## src/design/deq_pkg.sv

```systemverilog
// ----------------------------------------------------------------------------
// deq_pkg: shared definitions for the double-ended queue unit
// Operation and status codes, cell commands, controller states and the
// control beat handed from the controller to each storage cell.
// ----------------------------------------------------------------------------
`default_nettype none

package deq_pkg;

   localparam int DEPTH_DEFAULT = 16;
   localparam int DATA_W        = 32;
   localparam int OP_W          = 3;
   localparam int STATUS_W      = 2;

   // operation codes; anything above list also lists
   localparam logic [OP_W-1:0] OP_PUSH_FRONT = 3'd0;
   localparam logic [OP_W-1:0] OP_PUSH_BACK  = 3'd1;
   localparam logic [OP_W-1:0] OP_POP_FRONT  = 3'd2;
   localparam logic [OP_W-1:0] OP_POP_BACK   = 3'd3;
   localparam logic [OP_W-1:0] OP_LIST       = 3'd4;

   // response status codes
   localparam logic [STATUS_W-1:0] ST_OK    = 2'd0;
   localparam logic [STATUS_W-1:0] ST_EMPTY = 2'd1;
   localparam logic [STATUS_W-1:0] ST_FULL  = 2'd2;

   // what every cell does this cycle
   typedef enum logic [2:0] {
      CMD_HOLD,         // keep contents
      CMD_SHIFT_BACK,   // take left neighbor; selected cell loads the new value
      CMD_LOAD,         // selected cell loads the new value, others hold
      CMD_SHIFT_FRONT,  // take right neighbor
      CMD_ROTATE        // take right neighbor; selected cell takes the head
   } cell_cmd_type;

   typedef struct packed {
      cell_cmd_type cmd;
      logic         sel;
   } cell_ctrl_type;

   typedef enum logic {
      ST_IDLE,
      ST_LISTING
   } ctrl_state_type;

endpackage

`default_nettype wire

```

## src/design/deq_cell.sv

```systemverilog
// ----------------------------------------------------------------------------
// deq_cell: one storage slot of the queue chain
// Holds one entry and moves it toward the front or back of the chain
// under the shared command, or loads a new value when selected.
// ----------------------------------------------------------------------------
`default_nettype none

module deq_cell (
   input  wire                              clock,
   input  wire deq_pkg::cell_ctrl_type      ctrl,
   input  wire logic signed [deq_pkg::DATA_W-1:0] value_in,
   input  wire logic signed [deq_pkg::DATA_W-1:0] left_in,
   input  wire logic signed [deq_pkg::DATA_W-1:0] right_in,
   input  wire logic signed [deq_pkg::DATA_W-1:0] head_in,
   output logic signed [deq_pkg::DATA_W-1:0]      data_out
);

   logic signed [deq_pkg::DATA_W-1:0] data_ff;
   logic signed [deq_pkg::DATA_W-1:0] data_in;

   // next contents
   always_comb begin
      case (ctrl.cmd)
         deq_pkg::CMD_HOLD:        data_in = data_ff;
         deq_pkg::CMD_SHIFT_BACK:  data_in = ctrl.sel ? value_in : left_in;
         deq_pkg::CMD_LOAD:        data_in = ctrl.sel ? value_in : data_ff;
         deq_pkg::CMD_SHIFT_FRONT: data_in = right_in;
         deq_pkg::CMD_ROTATE:      data_in = ctrl.sel ? head_in : right_in;
         default:                  data_in = data_ff;
      endcase
   end

   // payload only, no reset
   always_ff @(posedge clock) begin
      data_ff <= data_in;
   end

   assign data_out = data_ff;

endmodule

`default_nettype wire

```

## src/design/double_ended_queue_unit.sv

```systemverilog
// ----------------------------------------------------------------------------
// double_ended_queue_unit: bounded double-ended queue of signed words
// Entries sit in a chain of cells, front at cell 0. A push shifts the chain or
// loads one cell, a front pop shifts it; a list rotates it past cell 0.
//
//   channel  ports                                   flow
//   request  start, busy, req_operation, req_value   start & !busy takes a beat
//   response rsp_valid, rsp_item_value, rsp_status,  one-cycle strobe, no stall
//            rsp_last
//
// A push or pop response appears the cycle after its beat is taken, and a new
// beat can be taken every cycle while busy is low.
// A list of N entries keeps busy high while the chain rotates one cell per
// cycle; the N responses, registered from cell 0, follow front first.
// Reset clears the count, state and response valid only; cell contents are
// undefined and no clearing pass is run. The receiver cannot stall the responses.
// ----------------------------------------------------------------------------
`default_nettype none

module double_ended_queue_unit #(
   parameter int DEPTH = deq_pkg::DEPTH_DEFAULT
) (
   input  wire                                     clock,
   input  wire                                     reset,
   input  wire                                     start,
   output logic                                    busy,
   input  wire logic [deq_pkg::OP_W-1:0]           req_operation,
   input  wire logic signed [deq_pkg::DATA_W-1:0]  req_value,
   output logic                                    rsp_valid,
   output logic signed [deq_pkg::DATA_W-1:0]       rsp_item_value,
   output logic [deq_pkg::STATUS_W-1:0]            rsp_status,
   output logic                                    rsp_last
);

   localparam int CW = $clog2(DEPTH + 1);
   localparam int IW = $clog2(DEPTH);

   deq_pkg::ctrl_state_type state_ff, state_in;
   logic [CW-1:0]           count_ff, count_in;
   logic [IW-1:0]           list_cnt_ff, list_cnt_in;

   logic                                rsp_valid_ff, rsp_valid_in;
   logic signed [deq_pkg::DATA_W-1:0]   rsp_item_ff, rsp_item_in;
   logic [deq_pkg::STATUS_W-1:0]        rsp_status_ff, rsp_status_in;
   logic                                rsp_last_ff, rsp_last_in;

   deq_pkg::cell_cmd_type               cmd;
   deq_pkg::cell_ctrl_type              ctrl [DEPTH];
   logic signed [deq_pkg::DATA_W-1:0]   cell_data [DEPTH];

   logic accept;
   logic full;
   logic empty;
   logic list_done;

   assign accept    = start && (state_ff == deq_pkg::ST_IDLE);
   assign full      = (count_ff == CW'(DEPTH));
   assign empty     = (count_ff == '0);
   assign list_done = ((CW'(list_cnt_ff) + CW'(1)) == count_ff);

   // next state
   always_comb begin
      state_in = state_ff;
      case (state_ff)
         deq_pkg::ST_IDLE: begin
            if (accept && !empty && (req_operation inside {[deq_pkg::OP_LIST:3'd7]})) begin
               state_in = deq_pkg::ST_LISTING;
            end
         end
         deq_pkg::ST_LISTING: begin
            if (list_done) begin
               state_in = deq_pkg::ST_IDLE;
            end
         end
         default: state_in = deq_pkg::ST_IDLE;
      endcase
   end

   // cell command, count and response
   always_comb begin
      cmd           = deq_pkg::CMD_HOLD;
      count_in      = count_ff;
      list_cnt_in   = list_cnt_ff;
      rsp_valid_in  = 1'b0;
      rsp_item_in   = '0;
      rsp_status_in = deq_pkg::ST_OK;
      rsp_last_in   = 1'b1;
      case (state_ff)
         deq_pkg::ST_IDLE: begin
            if (accept) begin
               case (req_operation)
                  deq_pkg::OP_PUSH_FRONT, deq_pkg::OP_PUSH_BACK: begin
                     rsp_valid_in = 1'b1;
                     if (full) begin
                        rsp_status_in = deq_pkg::ST_FULL;
                     end else begin
                        cmd = (req_operation == deq_pkg::OP_PUSH_FRONT) ?
                              deq_pkg::CMD_SHIFT_BACK : deq_pkg::CMD_LOAD;
                        count_in = count_ff + CW'(1);
                     end
                  end
                  deq_pkg::OP_POP_FRONT, deq_pkg::OP_POP_BACK: begin
                     rsp_valid_in = 1'b1;
                     if (empty) begin
                        rsp_status_in = deq_pkg::ST_EMPTY;
                     end else begin
                        if (req_operation == deq_pkg::OP_POP_FRONT) begin
                           cmd = deq_pkg::CMD_SHIFT_FRONT;
                        end
                        count_in = count_ff - CW'(1);
                     end
                  end
                  default: begin
                     // list: empty answers at once, otherwise start rotating
                     if (empty) begin
                        rsp_valid_in  = 1'b1;
                        rsp_status_in = deq_pkg::ST_EMPTY;
                     end
                     list_cnt_in = '0;
                  end
               endcase
            end
         end
         deq_pkg::ST_LISTING: begin
            cmd          = deq_pkg::CMD_ROTATE;
            rsp_valid_in = 1'b1;
            rsp_item_in  = cell_data[0];
            rsp_last_in  = list_done;
            list_cnt_in  = list_cnt_ff + IW'(1);
         end
         default: ;
      endcase
   end

   // control registers
   always_ff @(posedge clock) begin
      if (reset) begin
         state_ff     <= deq_pkg::ST_IDLE;
         count_ff     <= '0;
         rsp_valid_ff <= 1'b0;
      end else begin
         state_ff     <= state_in;
         count_ff     <= count_in;
         rsp_valid_ff <= rsp_valid_in;
      end
   end

   // payload registers
   always_ff @(posedge clock) begin
      list_cnt_ff   <= list_cnt_in;
      rsp_item_ff   <= rsp_item_in;
      rsp_status_ff <= rsp_status_in;
      rsp_last_ff   <= rsp_last_in;
   end

   // chain of cells; the select line marks the insertion or wrap point
   for (genvar k = 0; k < DEPTH; k++) begin : g_cell
      logic sel;
      always_comb begin
         case (cmd)
            deq_pkg::CMD_SHIFT_BACK: sel = (k == 0);
            deq_pkg::CMD_LOAD:       sel = (count_ff == CW'(k));
            deq_pkg::CMD_ROTATE:     sel = (count_ff == CW'(k + 1));
            default:                 sel = 1'b0;
         endcase
      end
      assign ctrl[k] = '{cmd: cmd, sel: sel};

      deq_cell u_cell (
         .clock    (clock),
         .ctrl     (ctrl[k]),
         .value_in (req_value),
         .left_in  ((k == 0) ? cell_data[k] : cell_data[(k == 0) ? 0 : k - 1]),
         .right_in ((k == DEPTH - 1) ? cell_data[k] :
                    cell_data[(k == DEPTH - 1) ? k : k + 1]),
         .head_in  (cell_data[0]),
         .data_out (cell_data[k])
      );
   end

   assign busy           = (state_ff == deq_pkg::ST_LISTING);
   assign rsp_valid      = rsp_valid_ff;
   assign rsp_item_value = rsp_item_ff;
   assign rsp_status     = rsp_status_ff;
   assign rsp_last       = rsp_last_ff;

`ifndef ASSERT_OFF
   // occupancy stays within the chain
   a_count_range: assert property (@(posedge clock) disable iff (reset)
      count_ff <= CW'(DEPTH))
      else $error("occupancy above depth");

   // listing only runs over a non-empty queue
   a_list_nonempty: assert property (@(posedge clock) disable iff (reset)
      busy |-> !empty)
      else $error("listing an empty queue");

   // every listing cycle yields a response beat
   a_list_beat: assert property (@(posedge clock) disable iff (reset)
      busy |=> rsp_valid)
      else $error("listing cycle without response");

   // a dropped push leaves the queue full
   a_full_drop: assert property (@(posedge clock) disable iff (reset)
      (rsp_valid && rsp_status == deq_pkg::ST_FULL) |-> full)
      else $error("full status but queue not full");
`endif

endmodule

`default_nettype wire

```

## config.mk

```make
export PLATFORM = sky130hd
export DESIGN_NAME = double_ended_queue_unit
export DESIGN_NICKNAME = d
export VERILOG_FILES = /design/src/design/deq_pkg.sv /design/src/design/deq_cell.sv /design/src/design/double_ended_queue_unit.sv
export SDC_FILE = /design/constraint.sdc
export NUM_CORES = 1
export LEC_CHECK = 0
export BUFFER_PORTS_ARGS = -buffer_cell sky130_fd_sc_hd__buf_2
export CELL_PAD_IN_SITES_DETAIL_PLACEMENT = 0
export CELL_PAD_IN_SITES_GLOBAL_PLACEMENT = 1
export CORE_UTILIZATION = 35
export DETAILED_ROUTE_END_ITERATION = 6
export PLACE_DENSITY_LB_ADDON = 0.08
export SLEW_MARGIN = 10
export SYNTH_ARGS = -nofsm -noshare
export SYNTH_HDL_FRONTEND = slang
export SYNTH_SLANG_ARGS = --single-unit
```

## constraint.sdc

```tcl
create_clock -name clock -period 8.2 [get_ports clock]
set_clock_uncertainty 0.1 [all_clocks]
set_input_delay 0.82 -clock clock [delete_from_list [all_inputs] [get_ports clock]]
set_output_delay 0.82 -clock clock [all_outputs]
set_load 0.01 [all_outputs]
```

==> impl_results.md, run 1 <==
- Port Buffers: 74
- Total leakage power: 10.6 nW
- Final Cycle Share: 57.0%
- Total chip power: 8.05 mW
- Layout Cells excl Fill: 3,938
- Post-DP HPWL: 68.8 mm
- RSZ-0062 raised after global routing: false
- Crit-path most repeated cell: buf_4
- Iteration count of the initial detailed-routing pass: 6
- Place WS: 3.53 ns
- Area Overhead vs Synth: 12.1%
- Initial core utilization: 35.3%
- Synthesized cell area: 30,100 sq um
- Worst path max stage delay: 0.80 ns
- Clk_lat worst skew: 0.62 ns
- Layout cell share with drive strength beyond 1: 13.2%
- CP Launch Type: flip-flop
- H-Tree Depth: 3
- Die ar.: 87,300 sq um
- Syn Area/Cell: 10.6 sq um
- CP max-delay cell: buf_4
- Final Hold Fails: 0
- WS Path Type: flip-flop to flip-flop
- Clk network pwr share: 37.6%
- Gate power share: 16.6%
- Top-count cell post-synth: edfxtp_1
- Total of warnings raised by yosys: 0
- Final TNS setup: 0 ns
- Placed cell count: 3,813
- Synth async-reset ratio: 0%
- IO Pins: 75
- Vias: 26,500
- Hold-fix buffers, CTS: 0
- Vias in the first global route: 26,200
- Sequential Power Share: 45.8%
- Register area share after synthesis: 54.2%
- Max-slew violations: 0
- Die height: 295 um
- CORE AREA: 85,300 sq um
- Final setup fails: 0
- Max cap viols: 0
- Die Span X: 295 um
- Post-synth top area cell: edfxtp_1
- Top cells by count, synth: edfxtp_1, nand2_1, o211ai_1
- Post-synth top flop: edfxtp_1
- Cell area power density: 238 nW/um^2
- Outcome: complete, no violations
- Syn nets: 2,884
- Critical path fanouts, max: 62
- Post-Synthesis Cells: 2,839
- Rel. slew slack: 14.2%
- Sw frac: 29.5%
- Minimum clock period: 4.68 ns
- Core Rows: 107
- Post-synth cell types: 65
- Fill cell total of the finished layout: 8,334
- Routed WL per cell: 32.9 um
- ANT nets after route: 0
- # resized after CTS: 0
- Fmax: 214 MHz
- CTS root buf: clkbuf_16
- Clock-pin slew on the worst setup and hold paths: 0.06 ns
- First-pass GRT wire length: 187 mm
- Top-area cell type share of the netlist area: 51.4%
- Total GRT Usage: 29.3%
- Core Util, Final: 39.6%
- Hold/Removal Path Class: input pin to flip-flop
- Crit path cell chain: buf_4, or4b_4, nor3_4, buf_4, a21oi_4, buf_4
- Fin Hold WS: 0.392 ns
- Number of synthesized flops with an enable pin: 516
- Clock Path Buffers: 3
- GRT overflow: 0
- Clk sinks: 558
- Req. time, crit path: 8.34 ns
- Post-route cell area: 33,800 sq um
- Crit path capture type: flip-flop
- Cell internal pwr: 5.68 mW
- Top cells by area, synth: edfxtp_1, o211ai_1, o221ai_1, a211oi_1, nand2_1
- Crit path buf inv count: 3
- # diodes: 0
- 1st-iter DRT viols: 2,907
- Crit path DAT: 4.81 ns
- CTS Buf Count: 69
- Fin worst setup slack: 3.52 ns
- Maximum VDD drop: 128 uV
- Routed Wire Length: 130 mm
- Flops & latches, synth: 558
- CTS tree: built
- Gp weighted congestion: 0.820
- Initial antenna violation count: 0
- Layout Nets: 2,785
- Postcts setup bufs: 0
- CP top delay family: buffers and inverters
- Dpl cell area: 31,600 sq um
- Largest net degree at the start of global routing: 213
- Vias per Instance: 6.74
- Worst slew pin tran: 1.28 ns
- Net Sw Power: 2.38 mW
- Residual DRC: 0
metal layers:
metal,track usage [%],up-vias,share of wire (%)
li1,-,11200,-
met1,39.8,13600,42
met2,46.9,1451,46
met3,4.71,271,7.7
met4,10.6,0,3.6
met5,0,-,0
placed cells by master, fill, tap and decap left out, drive strengths merged, types with 45 or more instances in the layout:
master / instances
nand2: 339
buf: 151
inv: 45
a211oi: 186
a21oi: 242
nor3: 197
clkbuf: 111
nor2: 122
o221ai: 160
o211ai: 282
edfxtp: 516
flip-flops by register name (all words and copies together), names as in the netlist:
signal	count
busy	1
count_ff	5
g_cell.u_cell.data_out	512
list_cnt_ff	4
rsp_item_value	32
rsp_last	1
rsp_status	2
rsp_valid	1
worst register-to-register path: stages (launching register included):
cell     delay, ns
dfxtp_4       0.71
buf_4         0.81
or4b_4        0.80
nor3_4        0.06
buf_4         0.39
a21oi_4       0.76
buf_4         0.65
cells by family after synthesis:
kind of cell	count (synthesis)	synth area share [%]
AND/OR/NAND/NOR	721	11.1
flip-flops	558	54.2
adder cells (fa/ha/maj)	7	0.291
multiplexers	67	2.36
XOR/XNOR	7	0.203
AO/OA/AOI/OAI	1116	26.8
buffers and inverters	363	5.05
cell type report:
cell class / instances / area [sq um] / area share (%)
well taps: 1144 / 1430 / 4.24
clock inverters: 14 / 121 / 0.359
flip-flops and latches: 558 / 16300 / 48.3
repair buffers: 151 / 986 / 2.92
multi-input cells: 1918 / 12700 / 37.6
inverters: 42 / 159 / 0.470
clock buffers: 111 / 2040 / 6.02
worst paths after layout:
| path | from | end | cells after the start | slack [ns] |
|---|---|---|---|---|
| setup / recovery | busy | g_cell[12].u_cell.data_out[3] | 6 | 3.52 |
| setup reg to reg | busy | g_cell[12].u_cell.data_out[3] | 6 | 3.52 |
| hold / removal | reset | count_ff[2] | 2 | 0.39 |
| hold reg to reg | g_cell[8].u_cell.data_out[3] | g_cell[9].u_cell.data_out[3] | 2 | 0.46 |
power by group through the flow:
stage / Clock, mW / Combinational, mW / Sequential [mW]
finish: 3.02 / 1.34 / 3.69
CTS: 3.08 / 1.32 / 3.68
global route: 3.17 / 1.43 / 3.71
detailed placement: 0 / 1.32 / 3.74
floorplan: 0 / 0.831 / 3.69
global placement: 0 / 1.30 / 3.74
Power figures use the tool's default switching activity.
==> inputs of run 2 (changes only) <==
==> constraint.sdc (replaced) <==
create_clock -name clock -period 4.5 [get_ports clock]
set_clock_uncertainty 0.1 [all_clocks]
set_input_delay 0.45 -clock clock [delete_from_list [all_inputs] [get_ports clock]]
set_output_delay 0.45 -clock clock [all_outputs]
set_load 0.01 [all_outputs]
==> run 2 against run 1 <==
Net effect:
- setup slack worse by 2.8 ns
- hold slack worse by 0.31 ns
- fmax up 24%
- wire length up 1.8%
- clock-buffer cell count up 3
- first-iteration DRC count up 6.1%
- register-to-register slack worse by 2.8 ns
- design area up 1.5%
==> impl_results.md, run 2 (synthesis results as in run 1) <==
- Largest net degree at the start of global routing: 191 (-10%)
- Minimum clock period: 3.76 ns (-0.913 ns)
- Final Cycle Share: 83.7% (+27 points)
- IO Pins: 75 (unchanged)
- Area Overhead vs Synth: 13.8%
- Layout Cells excl Fill: 3,967 (+0.74%)
- Clock-pin slew on the worst setup and hold paths: 0.06 ns (about the same)
- FF-to-FF path depth: 9 (+3)
- Total chip power: 15.0 mW (+86%)
- Max cap viols: 0 (unchanged)
- Clk sinks: 558 (unchanged)
- WHS Endpoint: g_cell[0].u_cell.data_out[31]
- Iteration count of the initial detailed-routing pass: 6 (unchanged)
- Final TNS setup: 0 ns (unchanged)
- CP Launch Type: flip-flop
- Place WS: 0.833 ns (-2.70 ns)
- ANT nets after route: 0 (unchanged)
- Commonest cells after routing, fill and taps aside: edfxtp_1, nand2_1, o211ai_1
- Postcts setup bufs: 0 (unchanged)
- Core Rows: 107 (unchanged)
- Critical path fanouts, max: 22 (-65%)
- Clk_lat worst skew: 0.62 ns (about the same)
- Initial core utilization: 35.3% (unchanged)
- 1st-iter DRT viols: 3,083 (+6.1%)
- Crit path capture type: flip-flop
- CTS Buf Count: 72 (+4.3%)
- CTS root buf: clkbuf_16
- Fmax: 266 MHz (+24%)
- Outcome: complete, no violations
- Vias in the first global route: 26,000 (-0.86%)
- Hold depth: 2 (unchanged)
- Total GRT Usage: 29.7% (+0.44 points)
- Critical R2R Launch: count_ff[0]
- Post-DP HPWL: 71.0 mm (+3.3%)
- RSZ-0062 raised after global routing: false
- CORE AREA: 85,300 sq um (unchanged)
- Residual DRC: 0 (unchanged)
- Crit path DAT: 3.96 ns (-0.85 ns)
- WS Path Type: flip-flop to flip-flop
- Hold/Removal Path Class: input pin to flip-flop
- R2r endpoint: g_cell[10].u_cell.data_out[15]
- Vias: 26,400 (-0.68%)
- Die Span X: 295 um (unchanged)
- Commonest non-fill, non-tap cell in the layout: edfxtp_1
- Die height: 295 um (unchanged)
- CTS tree: built
- Layout Nets: 2,808 (+0.83%)
- Max-slew violations: 0 (unchanged)
- Max reg flops: 512 (unchanged)
- Routed WL per cell: 33.2 um (+1.0%)
- Initial antenna violation count: 1 (+1)
- Final setup fails: 0 (unchanged)
- Clock Path Buffers: 3 (unchanged)
- Req. time, crit path: 4.69 ns (-3.65 ns)
- Total leakage power: 10.8 nW (+2.3%)
- Gp weighted congestion: 0.827 (+0.89%)
- Crit path launch: count_ff[0]
- Cell area power density: 437 nW/um^2 (+83%)
- Worst slew pin tran: 1.17 ns (-0.114 ns)
- Vias per Instance: 6.64 (-1.4%)
- Fill cell total of the finished layout: 8,303 (-0.37%)
- Fin worst setup slack: 0.736 ns (-2.79 ns)
- Routed Wire Length: 132 mm (+1.8%)
- First-pass GRT wire length: 189 mm (+0.71%)
- Port Buffers: 74 (unchanged)
- Dpl cell area: 32,000 sq um (+1.1%)
- GRT overflow: 0 (unchanged)
- Layout cell share with drive strength beyond 1: 14.0% (+0.80 points)
- Final Hold Fails: 0 (unchanged)
- Maximum VDD drop: 274 uV (+110%)
- Placed cell count: 3,832 (+0.50%)
- Rel. slew slack: 22.1% (+7.9 points)
- Worst reg-to-reg setup slack: 0.74 ns (-2.79 ns)
- H-Tree Depth: 3 (unchanged)
- Hold path startpoint: req_value[31]
- Post-route cell area: 34,300 sq um (+1.5%)
- Die ar.: 87,300 sq um (unchanged)
==> run 2: area by class of cell <==
class | instances | area [sq um] | share of cell area [%]
Sequential cell | 558 | 16300 | 47.6
Multi-Input combinational cell | 1918 | 12700 | 37.1
Clock buffer | 114 | 2170 | 6.34
Clock inverter | 18 | 130 | 0.379
Antenna cell | 2 | 5.00 | 0.0146
Tap cell | 1144 | 1430 | 4.17
Inverter | 42 | 159 | 0.463
Timing Repair Buffer | 171 | 1340 | 3.90
==> run 2: worst max-delay path, cell delays in order, from the launching register on <==
cell and delay, ns:
dfxtp_1 0.37, inv_1 0.16, ha_1 0.49, or4b_1 0.51, buf_4 0.19, a221oi_4 0.36, o21a_1 0.44, buf_12 0.25
a21oi_4 0.14, buf_4 0.38
==> run 2: through the flow <==
| step | hold WS, ns | util (%) |
|---|---|---|
| 6_report | 0.0799 | 40.2 |
| 3_3_place_gp | 0.446 | 37.5 |
| 3_5_place_dp | 0.448 | 37.5 |
| 4_1_cts | 0.0499 | 40.2 |
| 2_1_floorplan | 0.419 | - |
| 5_1_grt | 0.0648 | 40.2 |
==> run 2: worst max-delay path by stage <==
stage                                          end  slack [ns]  cells past startpoint
finish              g_cell[10].u_cell.data_out[15]        0.74                      9
global route         g_cell[4].u_cell.data_out[15]        0.64                      9
CTS                  g_cell[4].u_cell.data_out[15]        0.80                      9
detailed placement    g_cell[4].u_cell.data_out[3]        0.83                      9
global placement      g_cell[4].u_cell.data_out[9]        0.88                      9
floorplan             g_cell[0].u_cell.data_out[0]        0.28                      6
==> run 2: where the power goes <==
group	total, mW	leakage [nW]	switching (mW)	internal, mW
Sequential	6.71	5.11	0.292	6.41
Clock	5.75	1.13	2.38	3.37
Combinational	2.52	4.61	1.71	0.807
==> run 2: timing repair <==
action                                 4_1_cts  5_1_grt
gates resized for setup                      0        0
endpoints found under the hold margin        6        0
hold buffers                                 1        0
==> run 2: metal layers <==
layer	share of wire (%)	track usage (%)	up-vias
met1	42	39.9	13400
li1	-	-	11200
met3	7.4	4.72	305
met2	47	48.2	1431
met5	0	0	-
met4	3.8	11.0	0
